$ cat src/tfsp_pkg.sv
// ============================================================================
// tfsp_pkg
// Shared types and constants for the trust-filtered shortest path unit.
// ============================================================================
package tfsp_pkg;

    localparam int FIELD_NODE_W = 6;
    localparam int LAT_W        = 16;
    localparam int TRUST_W      = 11;
    localparam int PEN_W        = 14;
    localparam int WT_W         = 18;
    localparam int COST_W       = 24;
    localparam int ST_W         = 2;
    localparam int NODE_MAX_W   = 10;
    localparam int CFG_IDX_W    = 1;
    localparam int CFG_DATA_W   = 11;
    localparam int NODES_W      = 7;

    localparam logic [PEN_W-1:0]      PEN_NUM     = 14'd10240;
    localparam logic [COST_W-1:0]     COST_MAX    = 24'hFFFFFF;
    localparam logic [TRUST_W-1:0]    THR_RESET   = 11'd614;
    localparam logic [NODES_W-1:0]    NODES_RESET = 7'd64;

    localparam logic [CFG_IDX_W-1:0]  CFG_TRUST_THR  = 1'b0;
    localparam logic [CFG_IDX_W-1:0]  CFG_NODE_COUNT = 1'b1;

    localparam logic OP_ADD   = 1'b0;
    localparam logic OP_QUERY = 1'b1;

    localparam logic [ST_W-1:0] ST_OK      = 2'd0;
    localparam logic [ST_W-1:0] ST_NO_PATH = 2'd1;
    localparam logic [ST_W-1:0] ST_REJECT  = 2'd2;

    typedef logic [NODE_MAX_W-1:0] t_node;

    // candidate handed down the cell chain during a minimum search
    typedef struct packed {
        logic              have;
        logic [COST_W-1:0] metric;
        t_node             idx;
    } t_token;

    // broadcast from the sequencer to every cell
    typedef struct packed {
        logic              clr;
        logic              settle;
        logic              upd;
        t_node             node;
        logic [COST_W-1:0] metric;
    } t_cell_ctrl;

endpackage

$ cat src/tfsp_div.sv
// ============================================================================
// tfsp_div
// Restoring divider: trust penalty 10240 / trust, one quotient bit a cycle.
// ============================================================================
module tfsp_div (
    input  logic                          i_clk,
    input  logic                          i_rst_n,
    input  logic                          i_start,
    input  logic [tfsp_pkg::TRUST_W-1:0]  i_divisor,
    output logic                          o_done,
    output logic [tfsp_pkg::PEN_W-1:0]    o_quot
);
    logic                          r_busy;
    logic                          r_done;
    logic [3:0]                    r_cnt;
    logic [tfsp_pkg::TRUST_W:0]    r_rem;
    logic [tfsp_pkg::PEN_W-1:0]    r_num;
    logic [tfsp_pkg::PEN_W-1:0]    r_quot;
    logic [tfsp_pkg::TRUST_W-1:0]  r_div;
    logic [tfsp_pkg::TRUST_W:0]    w_sh;
    logic [tfsp_pkg::TRUST_W+1:0]  w_trial;

    assign w_sh    = {r_rem[tfsp_pkg::TRUST_W-1:0], r_num[tfsp_pkg::PEN_W-1]};
    assign w_trial = {1'b0, w_sh} - {2'b00, r_div};

    always_ff @(posedge i_clk) begin
        if (!i_rst_n) begin
            r_busy <= 1'b0;
            r_done <= 1'b0;
            r_cnt  <= '0;
        end else begin
            r_done <= 1'b0;
            if (i_start) begin
                r_busy <= 1'b1;
                r_cnt  <= '0;
                r_rem  <= '0;
                r_num  <= tfsp_pkg::PEN_NUM;
                // zero trust divides as one
                r_div  <= (i_divisor == '0) ? tfsp_pkg::TRUST_W'(1) : i_divisor;
            end else if (r_busy) begin
                r_num <= {r_num[tfsp_pkg::PEN_W-2:0], 1'b0};
                if (!w_trial[tfsp_pkg::TRUST_W+1]) begin
                    r_rem  <= w_trial[tfsp_pkg::TRUST_W:0];
                    r_quot <= {r_quot[tfsp_pkg::PEN_W-2:0], 1'b1};
                end else begin
                    r_rem  <= w_sh;
                    r_quot <= {r_quot[tfsp_pkg::PEN_W-2:0], 1'b0};
                end
                r_cnt <= r_cnt + 4'd1;
                if (r_cnt == 4'(tfsp_pkg::PEN_W - 1)) begin
                    r_busy <= 1'b0;
                    r_done <= 1'b1;
                end
            end
        end
    end

    assign o_done = r_done;
    assign o_quot = r_quot;
endmodule

$ cat config.mk
export PLATFORM = sky130hd
export DESIGN_NAME = tfsp_div
export DESIGN_NICKNAME = d
export VERILOG_FILES = /design/src/tfsp_pkg.sv /design/src/tfsp_div.sv
export SDC_FILE = /design/constraint.sdc
export NUM_CORES = 1
export LEC_CHECK = 0
export ABC_AREA = 1
export BUFFER_PORTS_ARGS = -buffer_cell sky130_fd_sc_hd__buf_4
export CAP_MARGIN = 40
export CORE_ASPECT_RATIO = 0.6
export CORE_MARGIN = 2
export CORE_UTILIZATION = 55
export DETAILED_ROUTE_END_ITERATION = 12
export PLACE_DENSITY = 0.85
export SLEW_MARGIN = 0
export SYNTH_ARGS = -nofsm -noshare
export SYNTH_HDL_FRONTEND = slang
export SYNTH_SLANG_ARGS = --single-unit
$ cat constraint.sdc
create_clock -name i_clk -period 2.9 [get_ports i_clk]
set_clock_uncertainty 0.15 [all_clocks]
set_input_delay 0.145 -clock i_clk [delete_from_list [all_inputs] [get_ports i_clk]]
set_output_delay 0.145 -clock i_clk [all_outputs]
set_load 0.05 [all_outputs]
==> results.cfg, run 1 <==
[route]
ant_nets = 0
wl_per_cell_um = 12.8
drc = 0
vias = 1758
first_pass_iters = 4
wirelength_um = 4610
drt-initial-drc-count = 177
via_per_inst = 4.90

[worst_hold_path]
hold_depth = 3
min_to = o_done$_SDFF_PP0_
min_from = i_rst_n
hold_class = in -> reg

[clock_tree]
cts_max_level = 2
cts_resized = 0
post_cts_buffers = 0
cts_root_buf = clkbuf_8
cts_tree = done
numCtsBuffers = 5
cts_buffer_depth = 2
clk_latency_ns = 0.30
numClockSinks = 45
clk_pin_slew_ns = 0.09

[critical_path]
setup.worst_path.start_class = flop
critPathKind = reg -> reg
ff2ff_path_depth = 11
rrSetupSlack_ns = 0.43
cp_max_fo = 21
r2r_end = r_rem[6]$_SDFFCE_PP0P_
worstPathArrival_ns = 2.38
cp.required_ns = 2.81
crit_path_end_kind = flop
r2r_start = r_num[13]$_SDFFCE_PP1P_

[timing]
fmax_ghz = 0.405
relSlewSlack_pct = 55.5
rsz0062_at_grt = no
fin_crit_ns = 2.47
period_share_pct = 85.2
setup-tns-final_ns = 0
drv_slew = 0
setup_violations = 0
tightest_slew_ns = 0.665
hold_violations = 0

[power_and_ir_drop]
power.density_nw_per_um2 = 569
p_total_uw = 1600
clockPowerShare_pct = 25.7
leakagePower_uw = 0.00132
power.sequential.fraction_pct = 49.1
intPower_uw = 1100
pwr-share-comb_pct = 25.1
vdd_ir_drop_max_uv = 284
p_switching_uw = 498
switching_share_pct = 31.1

[die]
die_y_um = 54.8
start_util_pct = 57.4
die_w_um = 88.7
pin_count = 29
core_region_area_um2 = 4120
num_rows = 18
dieArea_um2 = 4860

[layout]
design_area_um2 = 2820
nets = 326
seq_area_um2 = 1290
syn_to_final_growth_pct = 19.0
fill_cells = 291
layout_commonest_cell = nand2_1
multi_input_comb_area_um2 = 853
n_antenna_cell = 0
final_cell_mix = nand2_1, inv_1, edfxtp_1, nor2_1, buf_4
drive_above_1_share_pct = 14.7

[placed_design]
dp_hpwl_um = 3320
place_area_um2 = 2600
place.gp.congestion = 0.892
io_buffers = 28

[synth]
synth_cells = 262
syn_area_um2 = 2370
synthesis.nets = 290
syn_avg_cell_area_um2 = 9.03
synth-seq-area-share_pct = 54.6
yosys_warnings = 0
ys_ff_latch = 45
post_synth_num_cell_types = 30

[global_routing]
overflow = 0
antenna_found_initial = 0
grt_pass1_vias = 1523
grt_use_total_pct = 20.2
grt_max_degree = 22
grt_pass1_wl_um = 7020

[run_status]
status = finished clean

[run]
drv_cap = 0
-- final cells by class --
class                   instances  share of cell area [%]
clock inverters                 2                   0.489
flip-flops and latches         45                    45.9
well taps                      60                    2.67
multi-input cells             162                    30.3
repair buffers                 41                    12.0
clock buffers                   6                    2.93
inverters                      43                    5.73
-- power groups by stage --
stage	Combinational [uW]	Sequential, uW	Clock, uW
floorplan	292	810	0
global placement	372	799	0
detailed placement	382	801	0
CTS	398	787	417
global route	456	791	442
finish	403	787	412
-- layer usage --
layer | GRT usage, % | wire [um] | vias up
met5 | 0 | 0 | -
met4 | 5.81 | 40 | 0
li1 | - | - | 910
met1 | 29.6 | 2320 | 782
met3 | 5.58 | 307 | 6
met2 | 29.2 | 1940 | 60
-- repair_timing --
item / 4_1_cts / 5_1_grt
setup endpoints to repair: 0 / 0
endpoints found under the hold margin: 13 / 0
hold buffers: 12 / 0
-- cells by family (layout without fill, tap and decap cells) --
family	Yosys count	count (layout)	share of synthesized area, %
compound gates	14	14	3.70
xor+xnor	4	4	1.48
fa+ha+maj	14	14	7.72
buf+inv	55	92	9.36
flops	45	45	54.6
simple gates	130	130	23.2
-- Yosys cell counts, drive strengths merged --
| cell | instances | share of area (%) |
|---|---|---|
| edfxtp | 39 | 49 |
| inv | 42 | 6.7 |
| xor2 | 1 | 0.37 |
| fa | 1 | 0.85 |
| nand4 | 2 | 0.53 |
| nor3b | 1 | 0.32 |
| or2 | 2 | 0.53 |
| nor4 | 2 | 0.53 |
| ha | 13 | 6.9 |
| nor2 | 37 | 5.9 |
| clkinv | 1 | 0.16 |
| o21bai | 2 | 0.63 |
| nor3 | 5 | 1.3 |
| o21ai | 4 | 0.85 |
| a31o | 1 | 0.37 |
| clkbuf | 10 | 1.6 |
| xnor2 | 3 | 1.1 |
| o21a | 1 | 0.32 |
| dfxtp | 6 | 5.1 |
| nand3 | 14 | 3.4 |
| buf | 2 | 0.95 |
| nand2 | 67 | 11 |
| a21oi | 5 | 1.2 |
| a211oi | 1 | 0.32 |
-- worst max-delay path by stage --
stage	startpoint	to	slack, ns	depth (start not counted)
3_5_place_dp	r_num[13]$_SDFFCE_PP1P_	r_rem[6]$_SDFFCE_PP0P_	0.46	11
6_report	r_num[13]$_SDFFCE_PP1P_	r_rem[6]$_SDFFCE_PP0P_	0.43	11
4_1_cts	r_num[13]$_SDFFCE_PP1P_	r_rem[6]$_SDFFCE_PP0P_	0.44	11
3_3_place_gp	r_num[13]$_SDFFCE_PP1P_	r_rem[5]$_SDFFCE_PP0P_	0.57	11
5_1_grt	r_div[0]$_SDFFCE_PN1P_	r_rem[6]$_SDFFCE_PP0P_	0.31	10
2_1_floorplan	r_num[13]$_SDFFCE_PP1P_	r_rem[7]$_SDFFCE_PP0P_	0.84	12
-- metrics by stage --
step                      std cells  worst slack, ns  hold slack (ns)  utilization [%]
after floorplan                 262            0.835           0.0741                -
after global placement          339            0.573            0.184             63.1
after detailed placement        339            0.461            0.184             63.1
after CTS                       359            0.437          0.00805             68.3
after global routing            359            0.305           0.0508             68.3
final                           359            0.429          0.00672             68.3
-- critical path: stages (launching register included) --
cell      delay [ns]
edfxtp_1        0.35
inv_1           0.05
ha_1            0.22
fa_1            0.41
inv_1           0.09
nand3_1         0.08
nand3_2         0.12
nand3_1         0.09
nand3_2         0.31
inv_1           0.14
nor2_1          0.14
nor2_1          0.06
-- sequential cells by signal (all words and copies together) (netlist names) --
name    cells
o_quot     14
r_div      11
r_rem      11
r_cnt       4
r_num       3
o_done      1
r_busy      1
(Power assumes the default switching activity.)
==> run 2, diff against run 1 <==
Settings changed: BUFFER_PORTS_ARGS -buffer_cell sky130_fd_sc_hd__buf_4 to default, CAP_MARGIN 40 to default, DONT_BUFFER_PORTS from default to 1, PLACE_DENSITY 0.85 to 0.79.
==> results.cfg, run 2 (same netlist as run 1, synthesis figures left out) <==
[power_and_ir_drop]
leakagePower_uw = 0.00119
clockPowerShare_pct = 25.8
pwr-share-comb_pct = 23.1
power.sequential.fraction_pct = 51.1
p_switching_uw = 485
switching_share_pct = 30.8
power.density_nw_per_um2 = 599
vdd_ir_drop_max_uv = 356
intPower_uw = 1090

[critical_path]
cp_slowest_stage_delay_ns = 0.40
setup.worst_path.start_class = flop
crit_path_end_kind = flop
path_cells = inv_1 -> ha_1 -> fa_1 -> inv_1 -> nand3_1 -> nand3_2 -> nand3_1 -> nand3_2 -> inv_1 -> nor2_1 -> nor2_1
worstPathArrival_ns = 2.39
cp_common_cell = inv_1
critPathKind = reg -> reg
cp.required_ns = 2.81
cp_max_fo = 21
slowest_stage = fa_1

[placed_design]
io_buffers = 0
dp_hpwl_um = 3260
place_ws_ns = 0.480
place.gp.congestion = 0.874

[timing]
hold_violations = 0
rsz0062_at_grt = no
tightest_slew_ns = 0.677
fin_crit_ns = 2.48
setup_violations = 0
period_share_pct = 85.4
relSlewSlack_pct = 54.8
drv_slew = 0
setup-tns-final_ns = 0
worst_slack_ns = 0.422
hold_ws_ns = 0.0755
fmax_ghz = 0.404

[die]
core_region_area_um2 = 4120
dieArea_um2 = 4860
start_util_pct = 57.4
die_y_um = 54.8
num_rows = 18
die_w_um = 88.7
pin_count = 29

[clock_tree]
clk_latency_ns = 0.30
cts_max_level = 2
numCtsBuffers = 5
cts_resized = 0
clk_pin_slew_ns = 0.08
cts_root_buf = clkbuf_8
post_cts_buffers = 0
cts_buffer_depth = 2
cts_tree = done
numClockSinks = 45
cts_hold_buf = 14

[route]
wirelength_um = 4480
vias = 1682
wl_per_cell_um = 13.5
drc = 0
drt-initial-drc-count = 111
ant_nets = 0
via_per_inst = 5.05
first_pass_iters = 4

[layout]
final_util_pct = 63.7
final_cell_mix = nand2_1, inv_1, edfxtp_1, nor2_1, dlygate4sd3_1
n_antenna_cell = 0
nets = 300
largest_reg_flops = 14
layout_commonest_cell = nand2_1
drive_above_1_share_pct = 5.86
syn_to_final_growth_pct = 10.9

[global_routing]
overflow = 0
grt_max_degree = 22
grt_pass1_vias = 1517
grt_pass1_wl_um = 6900
grt_use_total_pct = 20.0
antenna_found_initial = 0

[worst_hold_path]
hold_class = in -> reg

[run_status]
status = finished clean

[run]
drv_cap = 0
run 2: cell count changes in the layout (fill, tap and decap cells not counted), sizes merged:
cell,before,now
buf,29,1
dlygate4sd3,12,14
run 2: worst paths after layout:
| check | from | to | slack (ns) | cells after the start |
|---|---|---|---|---|
| setup reg to reg | r_num[13]$_SDFFCE_PP1P_ | r_rem[8]$_SDFFCE_PP0P_ | 0.42 | 11 |
| hold reg to reg | r_cnt[1]$_SDFFE_PP0P_ | r_cnt[1]$_SDFFE_PP0P_ | 0.36 | 2 |
| hold / removal | i_start | o_quot[1]$_DFFE_PP_ | 0.08 | 2 |
| setup / recovery | r_num[13]$_SDFFCE_PP1P_ | r_rem[8]$_SDFFCE_PP0P_ | 0.42 | 11 |
run 2: routing by layer:
metal / share of wire [%] / global-route usage (%) / up-vias
li1: - / - / 854
met1: 47 / 27.2 / 755
met2: 43 / 31.3 / 68
met3: 8.5 / 5.43 / 5
met4: 0.78 / 6.82 / 0
met5: 0 / 0 / -
run 2: metrics by stage:
step	total power [uW]	cells	instance area, um2
2_1_floorplan	1100	262	2370
3_3_place_gp	1150	311	2390
3_5_place_dp	1160	311	2390
4_1_cts	1580	333	2630
5_1_grt	1660	333	2630
6_report	1570	333	2630
run 2: cell type report:
class,instances,area (um2)
repair buffers,15,148
multi-input cells,162,853
flip-flops and latches,45,1290
clock buffers,6,82.6
clock inverters,2,13.8
fillers,323,1500
inverters,43,161
well taps,60,75.1
run 2: critical path, delay by kind of cell (launching register included):
kind	cells	cell delay, ns
AND/OR/NAND/NOR	6	0.79
adder cells (fa/ha/maj)	2	0.62
flip-flops	1	0.36
buffers and inverters	3	0.29
run 2: power by group through the flow:
stage	Sequential [uW]	Clock, uW	Combinational [uW]
floorplan	810	0	292
global placement	817	0	332
detailed placement	818	0	342
CTS	804	414	360
global route	809	441	414
finish	804	405	363
