===== src/tfsp_pkg.sv =====
// ============================================================================
// tfsp_pkg
// Shared types and constants for the trust-filtered shortest path unit.
// ============================================================================
package tfsp_pkg;

    localparam int FIELD_NODE_W = 6;
    localparam int LAT_W        = 16;
    localparam int TRUST_W      = 11;
    localparam int PEN_W        = 14;
    localparam int WT_W         = 18;
    localparam int COST_W       = 24;
    localparam int ST_W         = 2;
    localparam int NODE_MAX_W   = 10;
    localparam int CFG_IDX_W    = 1;
    localparam int CFG_DATA_W   = 11;
    localparam int NODES_W      = 7;

    localparam logic [PEN_W-1:0]      PEN_NUM     = 14'd10240;
    localparam logic [COST_W-1:0]     COST_MAX    = 24'hFFFFFF;
    localparam logic [TRUST_W-1:0]    THR_RESET   = 11'd614;
    localparam logic [NODES_W-1:0]    NODES_RESET = 7'd64;

    localparam logic [CFG_IDX_W-1:0]  CFG_TRUST_THR  = 1'b0;
    localparam logic [CFG_IDX_W-1:0]  CFG_NODE_COUNT = 1'b1;

    localparam logic OP_ADD   = 1'b0;
    localparam logic OP_QUERY = 1'b1;

    localparam logic [ST_W-1:0] ST_OK      = 2'd0;
    localparam logic [ST_W-1:0] ST_NO_PATH = 2'd1;
    localparam logic [ST_W-1:0] ST_REJECT  = 2'd2;

    typedef logic [NODE_MAX_W-1:0] t_node;

    // candidate handed down the cell chain during a minimum search
    typedef struct packed {
        logic              have;
        logic [COST_W-1:0] metric;
        t_node             idx;
    } t_token;

    // broadcast from the sequencer to every cell
    typedef struct packed {
        logic              clr;
        logic              settle;
        logic              upd;
        t_node             node;
        logic [COST_W-1:0] metric;
    } t_cell_ctrl;

endpackage


===== src/tfsp_cell.sv =====
// ============================================================================
// tfsp_cell
// One graph node: distance, reached and settled bits, one stage of the
// minimum-search chain.
// ============================================================================
module tfsp_cell #(
    parameter int IDX = 0
) (
    input  logic                  i_clk,
    input  logic                  i_rst_n,
    input  tfsp_pkg::t_cell_ctrl  i_ctrl,
    input  tfsp_pkg::t_token      i_tok,
    output tfsp_pkg::t_token      o_tok
);
    logic                         r_reached;
    logic                         r_settled;
    logic [tfsp_pkg::COST_W-1:0]  r_dist;
    tfsp_pkg::t_token             r_tok;
    logic                         w_me;
    logic                         w_take;

    assign w_me   = (i_ctrl.node == tfsp_pkg::NODE_MAX_W'(IDX));
    assign w_take = r_reached && !r_settled && (!i_tok.have || r_dist < i_tok.metric);

    always_ff @(posedge i_clk) begin
        if (!i_rst_n) begin
            r_reached <= 1'b0;
            r_settled <= 1'b0;
            r_tok     <= '0;
        end else begin
            // keep the earlier index on a tie
            if (w_take) begin
                r_tok.have   <= 1'b1;
                r_tok.metric <= r_dist;
                r_tok.idx    <= tfsp_pkg::NODE_MAX_W'(IDX);
            end else begin
                r_tok <= i_tok;
            end
            if (i_ctrl.clr) begin
                r_reached <= w_me;
                r_settled <= 1'b0;
                r_dist    <= '0;
            end else if (i_ctrl.settle && w_me) begin
                r_settled <= 1'b1;
            end else if (i_ctrl.upd && w_me && (!r_reached || i_ctrl.metric < r_dist)) begin
                r_reached <= 1'b1;
                r_dist    <= i_ctrl.metric;
            end
        end
    end

    assign o_tok = r_tok;
endmodule


===== config.mk =====
export PLATFORM = sky130hd
export DESIGN_NAME = tfsp_cell
export DESIGN_NICKNAME = d
export VERILOG_FILES = /design/src/tfsp_pkg.sv /design/src/tfsp_cell.sv
export SDC_FILE = /design/constraint.sdc
export NUM_CORES = 1
export LEC_CHECK = 0
export ABC_AREA = 1
export BUFFER_PORTS_ARGS = -buffer_cell sky130_fd_sc_hd__buf_2
export CAP_MARGIN = 10
export CORE_MARGIN = 3
export CORE_UTILIZATION = 52
export CTS_CLUSTER_DIAMETER = 120
export DETAILED_ROUTE_END_ITERATION = 10
export HOLD_SLACK_MARGIN = 0.06
export PLACE_DENSITY_LB_ADDON = 0.05
export SYNTH_ARGS = -nofsm -noshare
export SYNTH_HDL_FRONTEND = slang
export SYNTH_SLANG_ARGS = --single-unit

===== constraint.sdc =====
create_clock -name i_clk -period 3.8 [get_ports i_clk]
set_clock_uncertainty 0.1 [all_clocks]
set_input_delay 0.19 -clock i_clk [delete_from_list [all_inputs] [get_ports i_clk]]
set_output_delay 0.19 -clock i_clk [all_outputs]
set_load 0.05 [all_outputs]

==> run metrics, run 1 <==
CTS root buffer clkbuf_8; WHS 0.0686 ns; initial antenna violation count 0; first-pass GRT wire length 14600 microns; sequential share of power 0.403; post-route ant nets 0; crit path kind primary input to flip-flop; H-tree level count 3; Pins Over Slew Limit 0; Max rail drop VDD 0.299 mV; clock group share of total power 0.358; Initial DRT Pass Iterations 4; Tmin final 2.82 ns; largest net degree at the start of global routing 50; mean post-synth cell area 7.54 sq um; DRT iter0 DRCs 135; CTS tree built; f_max 0.354 GHz; P_sw 550 uW; top post-synthesis cells by area dfxtp_1, edfxtp_1, ha_1, inv_1, nand2_1; logic gate share of total power 0.239; vias after detailed routing 3486; Post CTS Setup Buffer Count 0; Final Cell Area 4950 sq um; die width 89.5 microns; number of global-route vias before repair 3393; core area 6570 sq um; crit start category primary input; number of CTS-inserted buffers 9; Final period util 0.742; Mapped Nets 601; Slew @ Worst Pin 0.991 ns; CP Data Arrival Time 2.95 ns; Detail Placement HPWL 6280 microns; cell area after placement 4240 sq um; CP Max Fanout 49; P_int 1290 uW; area of the mapped netlist 3630 sq um; final hold violations 0; Synth top area share 0.204; clock latency at the later pin of the worst-skew pair 0.34 ns; switching fraction of total power 0.299; pwr dens 371 nW/um^2; # IOs 109; starting density of the core 0.552; RSZ-0062 raised after global routing false; GP Congestion 0.813; P_leak 0.00274 uW; status complete, no violations; Wirelength per Cell 12.4 microns; placed cells 669; biggest area consumer among synthesized cells dfxtp_1; clock sink count 61; global route overflow 0; CTS clk-pin slew, worst paths 0.07 ns; IO buf count 108; Area growth syn-to-layout 36.4%; vias per cell 4.76; TNS Setup 0 ns; Max Cap Viol 0; Syn Inst Count 481; post-synthesis sequential area ratio 0.403; critical path capture point type flip-flop; critical path required time 3.92 ns; Tot Pwr 1840 uW; unique cell type count in the Yosys netlist 19; cts repair resizes 0; DRC viols 0; # nets final 755; die area 8010 sq um; total wire length 9110 microns; global-route usage over all layers 0.238; hold buffers post-CTS 47; Die Height 89.5 microns; Non-Filler Instances 733; Setup Viol. Count Final 0; Slew headroom 0.337; Longest Clk Path Bufs 2; antenna diode count 0; Synthesis Warnings 0; Hold Crit Class primary input to flip-flop; Rows 29; share of layout cells above drive strength 1 0.217; #FFs+latches synth 61
stage by stage:
step	setup slack, ns	util
4_1_cts	1.03	0.752
5_1_grt	0.778	0.753
6_report	0.979	0.753
3_5_place_dp	1.19	0.645
2_1_floorplan	0.829	-
3_3_place_gp	1.28	0.645
final cells by class:
| type | instances | area (sq um) |
|---|---|---|
| multi-input combinational | 305 | 1730 |
| fill | 500 | 1620 |
| sequential | 61 | 1460 |
| timing repair buffer | 159 | 1040 |
| inverter | 99 | 372 |
| clock buffer | 14 | 195 |
| tap | 93 | 116 |
| clock inverter | 2 | 35.0 |
final timing paths:
check	start	to	slack (ns)	depth (start not counted)
worst max register to register	r_dist[21]	o_tok[8]	1.14	10
worst max-delay path	i_tok[31]	o_tok[8]	0.98	13
worst min register to register	r_settled	r_settled	0.42	2
worst min-delay path	i_ctrl[16]	r_dist[16]	0.07	3
Yosys cell counts:
cell	number
a21oi_1	31
nand2_1	91
dfxtp_1	37
ha_1	46
nand2_2	2
a21o_1	2
buf_6	2
nor3_1	2
clkbuf_1	10
and2_1	1
buf_2	4
nand4_1	4
nand3_1	28
a211oi_1	1
inv_1	99
edfxtp_1	24
a21oi_2	10
nor2_1	84
o21a_1	3
sequential cells by signal, summed over array words and instances, names as in the netlist:
register	count
o_tok	35
r_settled	1
r_reached	1
r_dist	24
worst max-delay path, stage by stage:
cell and delay [ns]:
dlygate4sd3_1 0.54, buf_2 0.12, inv_1 0.04, ha_1 0.32
a21oi_1 0.20, o21a_1 0.13, nand3_1 0.06, nor2_1 0.09
nand2_1 0.07, nand2_2 0.72, nand2_1 0.14, nand2_2 0.21
nor2_1 0.08
power by group through the flow:
stage,Sequential (uW),Combinational [uW],Clock (uW)
6_report,741,439,657
5_1_grt,746,493,701
4_1_cts,740,438,668
3_5_place_dp,755,399,0
3_3_place_gp,754,389,0
2_1_floorplan,843,192,0
cell usage in the layout (no fill, tap or decap), drive strengths merged:
cell	n
o21a	3
inv	99
clkbuf	14
nand2	93
nor3	2
dfxtp	37
ha	46
a21o	2
a211oi	1
a21oi	41
and2	1
nand3	28
buf	111
nor2	84
bufinv	1
clkinv	1
nand4	4
edfxtp	24
dlygate4sd3	48
cell families after synthesis:
kind of cell | share of synthesized area
buf+inv | 0.125
simple gates | 0.235
fa+ha+maj | 0.159
compound gates | 0.0793
flops | 0.403
layer usage:
metal / vias up / track usage / part of all wire
met4: 0 / 0.0825 / 0.015
met3: 14 / 0.0636 / 0.063
met2: 114 / 0.423 / 0.50
met5: - / 0 / 0
li1: 1804 / - / -
met1: 1554 / 0.275 / 0.42
Note: power is estimated with default switching activity, not from simulation.
==> run 2: changes to the inputs <==
- CORE_UTILIZATION: 52 -> 47
- clock period: 3.8 -> 2.5 ns (I/O delays scaled with it)
==> run 2 against run 1 <==
Via count decreased by 0.37%. Total power increased by 47%. Global-route usage shrank 2.3 points. Die area is 9.9% higher. Hold slack better by 0.0077 ns.
==> run metrics, run 2 (synthesis gave the netlist of run 1 again) <==
Slew @ Worst Pin 0.550 ns; first-pass GRT wire length 14900 microns; CP Capture Point r_dist[4]; H-tree level count 3; Die Height 93.9 microns; Final Cell Area 5110 sq um; GP Congestion 0.840; TNS Setup 0 ns; Max rail drop VDD 0.296 mV; Core Util, Final 0.693; final hold violations 0; number of global-route vias before repair 3424; critical path capture point type flip-flop; pwr dens 530 nW/um^2; flop2flop setup slack 0.25 ns; Initial DRT Pass Iterations 5; Rows 31; Slew headroom 0.633; CTS root buffer clkbuf_8; Max Cap Viol 0; RSZ-0062 raised after global routing false; Fillers 639; total wire length 9090 microns; max reg flops 35; clock sink count 61; largest net degree at the start of global routing 27; vias per cell 4.58; die area 8810 sq um; die width 93.9 microns; worst reg-to-reg path cell count 11; global-route usage over all layers 0.215; post-route ant nets 0; CTS clk-pin slew, worst paths 0.07 ns; share of layout cells above drive strength 1 0.223; CTS tree built; crit path kind flip-flop to flip-flop; Final period util 0.901; DRC viols 0; reg-to-reg startpoint r_dist[15]; DRT iter0 DRCs 114; Setup Viol. Count Final 0; starting density of the core 0.492; crit start category flip-flop; worst reg2reg endpoint r_dist[4]; P_leak 0.00281 uW; Wirelength per Cell 12.0 microns; Pins Over Slew Limit 0; critical path required time 2.45 ns; # nets final 774; cell area after placement 4300 sq um; Tot Pwr 2710 uW; clock latency at the later pin of the worst-skew pair 0.34 ns; initial antenna violation count 0; CP Data Arrival Time 2.20 ns; cts repair resizes 0; number of CTS-inserted buffers 9; # IOs 109; crit path from r_dist[15]; Longest Clk Path Bufs 2; IO buf count 108; antenna diode count 0; global route overflow 0; status complete, no violations; core area 7370 sq um; leading cell type in the layout, fill and taps excluded buf_2; Detail Placement HPWL 6400 microns; CP Max Fanout 10; Hold Crit Class primary input to flip-flop; f_max 0.444 GHz; Tmin final 2.25 ns; commonest cells after routing, fill and taps aside buf_2, inv_1, nand2_1; vias after detailed routing 3473; Area growth syn-to-layout 40.9%
[run 2: changes by cell type in the layout (fill, tap and decap cells not counted), sizes merged]
cell / change
dlygate4sd3: +13
clkbuf: -3
bufinv: -1
inv: +2
clkinv: +2
buf: +6
[run 2: per-layer routing]
layer | up-vias | routed length [microns] | global-route usage
li1 | 1840 | - | -
met1 | 1547 | 4040 | 0.257
met2 | 76 | 4530 | 0.380
met3 | 10 | 402 | 0.0569
met4 | 0 | 117 | 0.0578
met5 | - | 0 | 0
[run 2: where the power goes]
group	internal (uW)	switching (uW)
Combinational	268	424
Sequential	1100	23.2
Clock	476	416
Total	1850	863
[run 2: area by class of cell]
class	count	area, sq um	area share
tap	99	124	0.0242
clock buffer	11	174	0.0340
inverter	99	372	0.0727
timing repair buffer	178	1220	0.238
clock inverter	5	27.5	0.00539
sequential	61	1460	0.286
multi-input combinational	305	1730	0.339
[run 2: worst min-delay path by stage]
stage	from	to	slack (ns)	cells past startpoint
floorplan	i_tok[0]	o_tok[0]	0.14	2
global placement	i_tok[0]	o_tok[0]	0.24	3
detailed placement	i_tok[4]	o_tok[4]	0.24	3
CTS	i_ctrl[36]	r_reached	0.07	5
global route	i_ctrl[36]	r_reached	0.09	5
finish	i_ctrl[36]	r_reached	0.08	5
[run 2: critical path, cell delays in order, from the launching register on]
cell      delay (ns)
edfxtp_1        0.41
inv_1           0.10
ha_1            0.25
a21o_1          0.18
nor2_1          0.11
nand2_1         0.07
a21oi_1         0.14
nand2_1         0.07
nand2_1         0.06
nand2_1         0.10
a21oi_4         0.15
buf_4           0.21
[run 2: what timing repair did]
action / 4_1_cts / 5_1_grt
hold endpoints to repair: 60 / 0
buffers inserted: 0 / 0
hold buffers: 61 / 0
[run 2: through the flow]
| step | setup WS, ns | std cells | hold WS, ns |
|---|---|---|---|
| floorplan | 0.262 | 481 | 0.137 |
| global placement | 0.313 | 681 | 0.238 |
| detailed placement | 0.248 | 681 | 0.243 |
| CTS | 0.214 | 758 | 0.0711 |
| global route | 0.0679 | 758 | 0.0886 |
| finish | 0.248 | 758 | 0.0763 |
==> run 3: changes to the inputs <==
- CORE_UTILIZATION: 47 -> 35
==> run 3 against run 2 <==
Maximum frequency rose by 0.83%. Clock power rose by 13%. Total power rose by 4.1%. Design area rose by 1.8%. Die area rose by 32%. Critical path type is now primary input to flip-flop. Largest cell class unchanged. Largest power group unchanged.
==> run metrics, run 3 (synthesis gave the netlist of run 1 again) <==
status complete, no violations; Place WS 0.286 ns; crit path kind primary input to flip-flop; Max rail drop VDD 0.260 mV; Rows 36; final hold violations 0; critical path required time 2.43 ns; starting density of the core 0.366; crit start category primary input; Detail Placement HPWL 6680 microns; Pins Over Slew Limit 0; Tot Pwr 2820 uW; vias per cell 4.28; RSZ-0062 raised after global routing false; antenna diode count 0; clock sink count 61; footprint of the multi-input gates 1730 sq um; CTS root buffer clkbuf_8; DRT iter0 DRCs 59; Non-Filler Instances 791; commonest cells after routing, fill and taps aside buf_2, inv_1, nand2_1; number of CTS-inserted buffers 9; CTS tree built; pwr dens 542 nW/um^2; global route overflow 0; first-pass GRT wire length 15100 microns; largest net degree at the start of global routing 39; share of layout cells above drive strength 1 0.220; setup ws final 0.266 ns; Wirelength per Cell 11.5 microns; IO buf count 108; worst reg-to-reg path cell count 14; clock latency at the later pin of the worst-skew pair 0.33 ns; total wire length 9140 microns; Seq. cell area 1460 sq um; GP Congestion 0.790; Setup Viol. Count Final 0; placed cells 713; DRC viols 0; leading cell type in the layout, fill and taps excluded buf_2; Core Util, Final 0.525; Hold Crit Class primary input to flip-flop; Fillers 999; die width 108 microns; number of global-route vias before repair 3450; hold depth 3; Initial DRT Pass Iterations 4; Tmin final 2.23 ns; Longest Clk Path Bufs 2; # nets final 773; Final period util 0.894; CP Data Arrival Time 2.16 ns; Area growth syn-to-layout 43.4%; # IOs 109; CP Max Fanout 12; global-route usage over all layers 0.162; critical path capture point type flip-flop; Slew headroom 0.648; cts repair resizes 0; TNS Setup 0 ns; Max Cap Viol 0; P_leak 0.00283 uW; core area 9910 sq um; die area 11600 sq um; CTS clk-pin slew, worst paths 0.07 ns; vias after detailed routing 3389; initial antenna violation count 0; Slew @ Worst Pin 0.528 ns; f_max 0.448 GHz; post-route ant nets 0; Die Height 108 microns; max reg flops 35; H-tree level count 3
## run 3: changes by cell type in the layout (fill, tap and decap cells not counted)
cell	change
buf_4	-3
buf_12	+1
inv_4	-1
clkinv_4	+1
clkbuf_16	+1
dlygate4sd3_1	+1
clkinv_2	-3
clkbuf_8	+2
## run 3: path summary, 6_finish.rpt
| kind | startpoint | to | slack [ns] |
|---|---|---|---|
| worst min-delay path | i_rst_n | r_settled | 0.1 |
| worst max-delay path | i_ctrl[15] | r_dist[3] | 0.27 |
| worst max register to register | r_dist[19] | r_dist[3] | 0.30 |
| worst min register to register | r_settled | r_settled | 0.41 |
## run 3: worst max-delay path, cell delays in order
cell	delay [ns]
dlygate4sd3_1	0.53
buf_2	0.14
ha_1	0.31
a21o_1	0.18
nor2_1	0.10
nand2_1	0.07
a21oi_1	0.13
nand2_1	0.07
nand2_1	0.05
nand2_1	0.09
a21oi_4	0.14
buf_4	0.23
## run 3: cell type report
cell class / instances / share of cell area
inverter: 99 / 0.0715
clock buffer: 14 / 0.0436
multi-input combinational: 305 / 0.333
timing repair buffer: 177 / 0.236
tap: 133 / 0.0320
sequential: 61 / 0.281
clock inverter: 2 / 0.00289
## run 3: per-stage QoR
step                      hold WS, ns  instance area, sq um
final                          0.0986                  5200
after CTS                      0.0913                  5200
after global routing            0.113                  5200
after detailed placement        0.244                  4340
after floorplan                 0.137                  3640
after global placement          0.239                  4340
## run 3: power by group
group	total, uW	internal, uW	switching [uW]
registers	1120	1100	22.3
clock network	1010	599	410
logic	688	268	420
total	2820	1970	852
## run 3: repair_timing
| action | 4_1_cts | 5_1_grt |
|---|---|---|
| endpoints found under the hold margin | 60 | 0 |
| hold buffers | 62 | 0 |
| setup buffers | 0 | 0 |
## run 3: layer usage
layer | part of all wire | vias to the layer above | global-route usage | wire [microns]
met1 | 0.46 | 1479 | 0.195 | 4170
met3 | 0.046 | 5 | 0.0408 | 419
met5 | 0 | - | 0 | 0
met4 | 0.0083 | 0 | 0.0451 | 76
met2 | 0.49 | 66 | 0.286 | 4470
li1 | - | 1839 | - | -
